--- src/design/sspq_pkg.sv ---
// sspq_pkg: shared types and constants of the sphere set point query block
// no dependencies; every other design file refers to it by scoped names
`default_nettype none

package sspq_pkg;

  // item action codes
  localparam logic ACT_LOAD  = 1'b0;
  localparam logic ACT_QUERY = 1'b1;

  // configuration port
  localparam int CFG_IDX_W  = 1;
  localparam int CFG_DATA_W = 13;
  localparam logic [CFG_IDX_W-1:0] REG_ATOM_COUNT   = 1'd0;
  localparam logic [CFG_IDX_W-1:0] REG_PROBE_RADIUS = 1'd1;

  // field widths
  localparam int COUNT_W  = 13;
  localparam int RADIUS_W = 12;
  localparam int INFL_W   = 13;
  localparam int IDX_W    = 12;
  localparam int RSQ_W    = 24;
  localparam int ISQ_W    = 26;
  localparam int DIST_W   = 42;
  localparam int MARGIN_W = 25;
  localparam int SQ_IN_W  = 21;

  localparam logic [RADIUS_W-1:0] PROBE_RESET = 12'd358;
  localparam logic [DIST_W-1:0]   DIST_SAT    = 42'd3298534883328;

  typedef enum logic [2:0] {
    ST_IDLE,
    ST_LOAD,
    ST_SCAN,
    ST_FLUSH,
    ST_FINISH
  } state_t;

  typedef struct packed {
    logic valid;
    logic last;
  } ctl_t;

endpackage

`default_nettype wire

--- src/design/sspq_dist.sv ---
// sspq_dist: two-stage squared distance unit, point to one stored centre
// stage a squares the per-axis offsets, stage b clamps and sums; uses sspq_pkg
`default_nettype none

module sspq_dist #(
  parameter int COORD_BITS = 20,
  parameter int TAG_W      = 12
) (
  input  logic                            clk,
  input  logic                            rst_n,
  input  sspq_pkg::ctl_t                  ctl_i,
  input  logic [TAG_W-1:0]                tag_i,
  input  logic signed [COORD_BITS-1:0]    cx_i,
  input  logic signed [COORD_BITS-1:0]    cy_i,
  input  logic signed [COORD_BITS-1:0]    cz_i,
  input  logic signed [COORD_BITS-1:0]    px_i,
  input  logic signed [COORD_BITS-1:0]    py_i,
  input  logic signed [COORD_BITS-1:0]    pz_i,
  input  logic [sspq_pkg::RSQ_W-1:0]      rsq_i,
  input  logic [sspq_pkg::ISQ_W-1:0]      isq_i,
  output sspq_pkg::ctl_t                  ctl_o,
  output logic [TAG_W-1:0]                tag_o,
  output logic [sspq_pkg::DIST_W-1:0]     d_o,
  output logic [sspq_pkg::RSQ_W-1:0]      rsq_o,
  output logic [sspq_pkg::ISQ_W-1:0]      isq_o
);

  localparam int EW = (COORD_BITS + 1 > sspq_pkg::SQ_IN_W) ? COORD_BITS + 1
                                                           : sspq_pkg::SQ_IN_W + 1;
  localparam int SUM_W = sspq_pkg::DIST_W + 2;

  logic signed [COORD_BITS-1:0] cen [3];
  logic signed [COORD_BITS-1:0] pnt [3];
  logic [COORD_BITS:0]          dif [3];
  logic [COORD_BITS:0]          mag [3];
  logic [EW-1:0]                mag_e [3];
  logic [sspq_pkg::SQ_IN_W-1:0] mag_lo [3];
  logic [sspq_pkg::DIST_W-1:0]  sq [3];
  logic                         big [3];

  sspq_pkg::ctl_t               ctl_a_r;
  logic [TAG_W-1:0]             tag_a_r;
  logic [sspq_pkg::RSQ_W-1:0]   rsq_a_r;
  logic [sspq_pkg::ISQ_W-1:0]   isq_a_r;
  logic [sspq_pkg::DIST_W-1:0]  sq_a_r [3];
  logic                         big_a_r [3];

  logic [sspq_pkg::DIST_W-1:0]  clamp [3];
  logic [SUM_W-1:0]             sum;
  logic [sspq_pkg::DIST_W-1:0]  d_nxt;

  sspq_pkg::ctl_t               ctl_b_r;
  logic [TAG_W-1:0]             tag_b_r;
  logic [sspq_pkg::RSQ_W-1:0]   rsq_b_r;
  logic [sspq_pkg::ISQ_W-1:0]   isq_b_r;
  logic [sspq_pkg::DIST_W-1:0]  d_b_r;

  assign cen[0] = cx_i;
  assign cen[1] = cy_i;
  assign cen[2] = cz_i;
  assign pnt[0] = px_i;
  assign pnt[1] = py_i;
  assign pnt[2] = pz_i;

  // offsets of 2^21 and more square past the saturation value
  always_comb begin
    for (int k = 0; k < 3; k++) begin
      dif[k]    = {cen[k][COORD_BITS-1], cen[k]} - {pnt[k][COORD_BITS-1], pnt[k]};
      mag[k]    = dif[k][COORD_BITS] ? (~dif[k] + 1'b1) : dif[k];
      mag_e[k]  = EW'(mag[k]);
      big[k]    = |mag_e[k][EW-1:sspq_pkg::SQ_IN_W];
      mag_lo[k] = mag_e[k][sspq_pkg::SQ_IN_W-1:0];
      sq[k]     = mag_lo[k] * mag_lo[k];
    end
  end

  always_ff @(posedge clk) begin
    if (!rst_n) begin
      ctl_a_r <= '0;
    end else begin
      ctl_a_r <= ctl_i;
    end
  end

  always_ff @(posedge clk) begin
    tag_a_r <= tag_i;
    rsq_a_r <= rsq_i;
    isq_a_r <= isq_i;
    for (int k = 0; k < 3; k++) begin
      sq_a_r[k]  <= sq[k];
      big_a_r[k] <= big[k];
    end
  end

  always_comb begin
    for (int k = 0; k < 3; k++) begin
      if (big_a_r[k] || (sq_a_r[k] > sspq_pkg::DIST_SAT)) begin
        clamp[k] = sspq_pkg::DIST_SAT;
      end else begin
        clamp[k] = sq_a_r[k];
      end
    end
    sum = {2'b0, clamp[0]} + {2'b0, clamp[1]} + {2'b0, clamp[2]};
    if (sum > {2'b0, sspq_pkg::DIST_SAT}) begin
      d_nxt = sspq_pkg::DIST_SAT;
    end else begin
      d_nxt = sum[sspq_pkg::DIST_W-1:0];
    end
  end

  always_ff @(posedge clk) begin
    if (!rst_n) begin
      ctl_b_r <= '0;
    end else begin
      ctl_b_r <= ctl_a_r;
    end
  end

  always_ff @(posedge clk) begin
    tag_b_r <= tag_a_r;
    rsq_b_r <= rsq_a_r;
    isq_b_r <= isq_a_r;
    d_b_r   <= d_nxt;
  end

  assign ctl_o = ctl_b_r;
  assign tag_o = tag_b_r;
  assign d_o   = d_b_r;
  assign rsq_o = rsq_b_r;
  assign isq_o = isq_b_r;

endmodule

`default_nettype wire

--- config.mk ---
export PLATFORM = sky130hd
export DESIGN_NAME = sspq_dist
export DESIGN_NICKNAME = d
export VERILOG_FILES = /design/src/design/sspq_pkg.sv /design/src/design/sspq_dist.sv
export SDC_FILE = /design/constraint.sdc
export NUM_CORES = 2
export LEC_CHECK = 0
export BUFFER_PORTS_ARGS = -buffer_cell sky130_fd_sc_hd__buf_2
export CAP_MARGIN = 40
export CORE_UTILIZATION = 58
export DETAILED_ROUTE_END_ITERATION = 10
export PLACE_DENSITY_LB_ADDON = 0.25
export RECOVER_POWER = 50
export SYNTH_ARGS = -nofsm -noshare
export SYNTH_HDL_FRONTEND = slang
export SYNTH_SLANG_ARGS = --single-unit
--- constraint.sdc ---
create_clock -name clk -period 9.7 [get_ports clk]
set_input_delay 0.485 -clock clk [delete_from_list [all_inputs] [get_ports clk]]
set_output_delay 0.485 -clock clk [all_outputs]
set_load 0.1 [all_outputs]
==> insert_results.sql <==
INSERT INTO impl_metrics (metric_group, metric, value, unit) VALUES
('run_status', 'run_status', 'complete, no violations', ''),
('floorplan', 'die-width', '298.4', 'um'),
('floorplan', 'floorplan.rows', '108', ''),
('setup_path', 'crit_required', '10.22', 'ns'),
('synth', 'yosysSeqAreaShare', '11.51', '%'),
('setup_path', 'crit_fanout', '6', ''),
('clock_network', 'cts_htree_levels', '1', ''),
('global_routing', 'global_route_met1_utilization', '39.64', '%'),
('global_routing', 'grt.overflow.total', '0', ''),
('synth', 'postSynthCellCount', '5671', ''),
('flow_run', 'maxCapViolCount', '0', ''),
('setup_path', 'rr_endpoint', 'd_o[18]', ''),
('synth', 'synthesis.area', '50970', 'um^2'),
('setup_path', 'path_class', 'input port to register', ''),
('detailed_routing', 'drc_viols', '0', ''),
('clock_network', 'clock_sink_count', '293', ''),
('detailed_routing', 'post_dr_wirelength_cell', '17.44', 'um'),
('clock_network', 'worst_setup_hold_path_clk_slew', '0.07', 'ns'),
('global_routing', 'track_usage', '30.36', '%'),
('detailed_routing', 'postRouteAntennaNets', '0', ''),
('timing', 'timing.final.crit_share', '95.54', '%'),
('synth', 'synth.yosys.warnings', '0', ''),
('setup_path', 'max_stage_delay', '0.53', 'ns'),
('setup_path', 'cp.arrival', '9.79', 'ns'),
('synth', 'ys_seq_elements', '293', ''),
('place', 'postPlaceCellArea', '56240', 'um^2'),
('clock_network', 'clk_root_buffer_cell', 'sky130_fd_sc_hd__clkbuf_16', ''),
('timing', 'report.final.setup_viol', '0', ''),
('layout', 'layout_commonest_cell', 'sky130_fd_sc_hd__inv_1', ''),
('synth', 'synth_enable_flop_cells', '0', ''),
('global_routing', 'grt_antenna_before_repair', '1', ''),
('detailed_routing', 'via_count', '40140', ''),
('hold_path', 'whs_endpoint', 'rsq_a_r[6]', ''),
('global_routing', 'grt_pass1_vias', '43080', ''),
('layout', 'post-route-cell-area', '57760', 'um^2'),
('detailed_routing', 'ratio_of_routed_vias_to_standard_cells', '5.358', ''),
('hold_path', 'worst_hold_path_type', 'input port to register', ''),
('detailed_routing', 'drt-total-wl', '130700', 'um'),
('setup_path', 'timing.critical_path.from_type', 'input port', ''),
('setup_path', 'slowest_cell_on_crit_path', 'sky130_fd_sc_hd__or4_4', ''),
('floorplan', 'io-pin-count', '292', ''),
('setup_path', 'endpoint_kind', 'register', ''),
('global_routing', 'peak_usage_layer_in_the_global_routing_report', 'met2', ''),
('timing', 'timing.slew.headroom', '16.33', '%'),
('setup_path', 'cell_repeated_most_along_the_worst_path', 'sky130_fd_sc_hd__fa_1', ''),
('global_routing', 'grt_first_pass_wirelength', '216100', 'um'),
('detailed_routing', 'first_iter_violations', '2560', ''),
('layout', 'finalNetCount', '8022', ''),
('synth', 'post_synth_num_cell_types', '95', ''),
('setup_path', 'reg2reg_slack', '2.79', 'ns'),
('place', 'routabilityCongestion', '0.9805', ''),
('floorplan', 'chipHeight', '298.4', 'um'),
('timing', 'finalHoldViolations', '0', ''),
('timing', 'worst_clock_skew', '0.01381', 'ns'),
('synth', 'synth_ff_type', 'sky130_fd_sc_hd__dfxtp_1', ''),
('timing', 'period_needed', '9.268', 'ns'),
('synth', 'syn_avg_cell_area', '8.987', 'um^2'),
('global_routing', 'fraction_of_met3_tracks_used_by_global_routing', '4.544', '%'),
('timing', 'slew_violations', '0', ''),
('hold_path', 'worstHoldPathCells', '1', ''),
('clock_network', 'cts_buffers', '29', ''),
('hold_path', 'worstHoldStart', 'rsq_i[6]', ''),
('setup_path', 'reg2regPathDepth', '20', ''),
('setup_path', 'crit-reg2reg-launch', 'sq_a_r[0][56]', ''),
('layout', 'layout.cells.most_common_list', '1367 x sky130_fd_sc_hd__inv_1, 976 x sky130_fd_sc_hd__fa_1, 580 x sky130_fd_sc_hd__nand2_1', ''),
('global_routing', 'grt_start_max_net_pins', '41', ''),
('floorplan', 'initial_core_util', '58.66', '%'),
('floorplan', 'placeableCoreArea', '86890', 'um^2'),
('layout', 'area_delta_synth_final', '13.32', '%'),
('place', 'buffer_ports.inserted', '291', ''),
('layout', 'share_of_cells_above_drive_strength_1', '11.19', '%'),
('global_routing', 'grt_util_met2', '51.20', '%'),
('clock_network', 'cts_tree', 'done', ''),
('floorplan', 'die_area', '89060', 'um^2'),
('place', 'dpl.hpwl', '113000', 'um'),
('clock_network', 'insertion_delay_to_the_later_sink_of_the_worst_skew_pair', '0.58', 'ns'),
('clock_network', 'clockBufferDepth', '3', ''),
('synth', 'ys_async_sr_fraction', '0', '%'),
('timing', 'worst_slew_pin_slew', '1.260', 'ns'),
('timing', 'maxClockFrequency', '107.9', 'MHz'),
('detailed_routing', 'drt_pre_antenna_iters', '5', '');
kinds of logic (layout without fill, tap and decap cells):
family	count (synthesis)	after routing	share of synthesized area (%)
compound gates	685	685	8.850
xor+xnor	251	251	4.394
fa+ha+maj	1522	1522	51.74
buf+inv	1521	2138	11.25
flops	293	293	11.51
mux	4	4	0.07856
other cells	2	52	0.01473
simple gates	1393	1393	12.17
how the worst max path moves through the flow:
stage / start / endpoint / slack (ns) / depth (start not counted)
3_5_place_dp: cy_i[0] / sq_a_r[0][81] / -0.31 / 38
5_1_grt: cx_i[0] / sq_a_r[0][39] / -0.06 / 42
6_report: cy_i[0] / sq_a_r[0][82] / 0.43 / 36
2_1_floorplan: cx_i[0] / sq_a_r[0][38] / 0.03 / 38
3_3_place_gp: cx_i[0] / sq_a_r[0][39] / -0.15 / 39
4_1_cts: cy_i[0] / sq_a_r[0][81] / 0.26 / 38
cell usage after synthesis (7+ instances only):
cell type                      n  area (um^2)
sky130_fd_sc_hd__a2111oi_0     7        61.31
sky130_fd_sc_hd__a211o_1      14        122.6
sky130_fd_sc_hd__a211oi_1     29        217.7
sky130_fd_sc_hd__a21o_1       99        743.2
sky130_fd_sc_hd__a21oi_1     212         1061
sky130_fd_sc_hd__a221oi_1      8        70.07
sky130_fd_sc_hd__a311oi_1      7        61.31
sky130_fd_sc_hd__a31o_2        7        61.31
sky130_fd_sc_hd__a31oi_1      23        143.9
sky130_fd_sc_hd__and2_1       40        250.2
sky130_fd_sc_hd__and3_1       22        137.6
sky130_fd_sc_hd__buf_2        12        60.06
sky130_fd_sc_hd__clkbuf_1    114        427.9
sky130_fd_sc_hd__clkinv_1      9        33.78
sky130_fd_sc_hd__dfxtp_1     293         5866
sky130_fd_sc_hd__fa_1        976        19540
sky130_fd_sc_hd__ha_1        546         6832
sky130_fd_sc_hd__inv_1      1374         5157
sky130_fd_sc_hd__inv_2         7        26.28
sky130_fd_sc_hd__nand2_1     580         2177
sky130_fd_sc_hd__nand2b_1     39        244.0
sky130_fd_sc_hd__nand3_1      45        225.2
sky130_fd_sc_hd__nand3b_1      7        52.55
sky130_fd_sc_hd__nand4_1      29        181.4
sky130_fd_sc_hd__nor2_1      431         1618
sky130_fd_sc_hd__nor2b_1      42        262.8
sky130_fd_sc_hd__nor3_1       45        225.2
sky130_fd_sc_hd__nor4_1       38        237.7
sky130_fd_sc_hd__o211ai_1     13        97.59
sky130_fd_sc_hd__o21a_1       38        285.3
sky130_fd_sc_hd__o21ai_0     103        515.5
sky130_fd_sc_hd__o21ai_1      11        55.05
sky130_fd_sc_hd__o21bai_1     17        127.6
sky130_fd_sc_hd__o31ai_1      23        172.7
sky130_fd_sc_hd__or2_2        19        118.9
sky130_fd_sc_hd__or3_1        16        100.1
sky130_fd_sc_hd__xnor2_1     170         1489
sky130_fd_sc_hd__xor2_1       77        674.4
per-layer routing:
| metal | wire (um) | share of wire [%] |
|---|---|---|
| met5 | 69 | 0.053 |
| met3 | 9207 | 7.0 |
| met4 | 5455 | 4.2 |
| met1 | 53650 | 41 |
| met2 | 62320 | 48 |
metrics by stage:
stage	setup WS [ns]	TNS, ns	util (%)	hold WS [ns]	instances
floorplan	0.02549	0	-	0.3096	5720
global placement	-0.1495	-0.4960	64.73	0.3098	7383
detailed placement	-0.3139	-1.559	64.73	0.3121	7383
CTS	0.2626	0	66.44	0.0003904	7489
global route	-0.05731	-0.1249	66.47	0.005070	7492
finish	0.4324	0	66.47	0.02468	7493
critical path, delay by kind of cell:
| family | cells | cell delay [ns] |
|---|---|---|
| simple gates | 8 | 2.53 |
| buf+inv | 7 | 0.49 |
| fa+ha+maj | 10 | 4.31 |
| compound gates | 10 | 1.83 |
| xor+xnor | 1 | 0.16 |
sequential cells by signal, summed over array words and instances, names as in the netlist:
signal and cells:
rsq_o 24, sq_a_r 123, d_o 42, ctl_o 2, tag_a_r 12, isq_o 26, rsq_a_r 24, isq_a_r 26
ctl_a_r 2, tag_o 12
area by class of cell:
class | count | area, um^2
antenna | 1 | 2.502
clock buffer | 36 | 772.0
clock inverter | 18 | 195.2
fill | 7217 | 29130
inverter | 1390 | 5218
multi-input combinational | 3906 | 39710
sequential | 293 | 5866
tap | 1155 | 1445
timing repair buffer | 694 | 4551
timing repair:
item	CTS	global route
buffers inserted	0	2
hold buffers	52	1
endpoints found under the setup margin	0	18
endpoints found under the hold margin	52	1
gates resized for setup	0	36
Power is not shown: default switching activity piles up to over one toggle a cycle in this logic, so the estimate is an artifact.
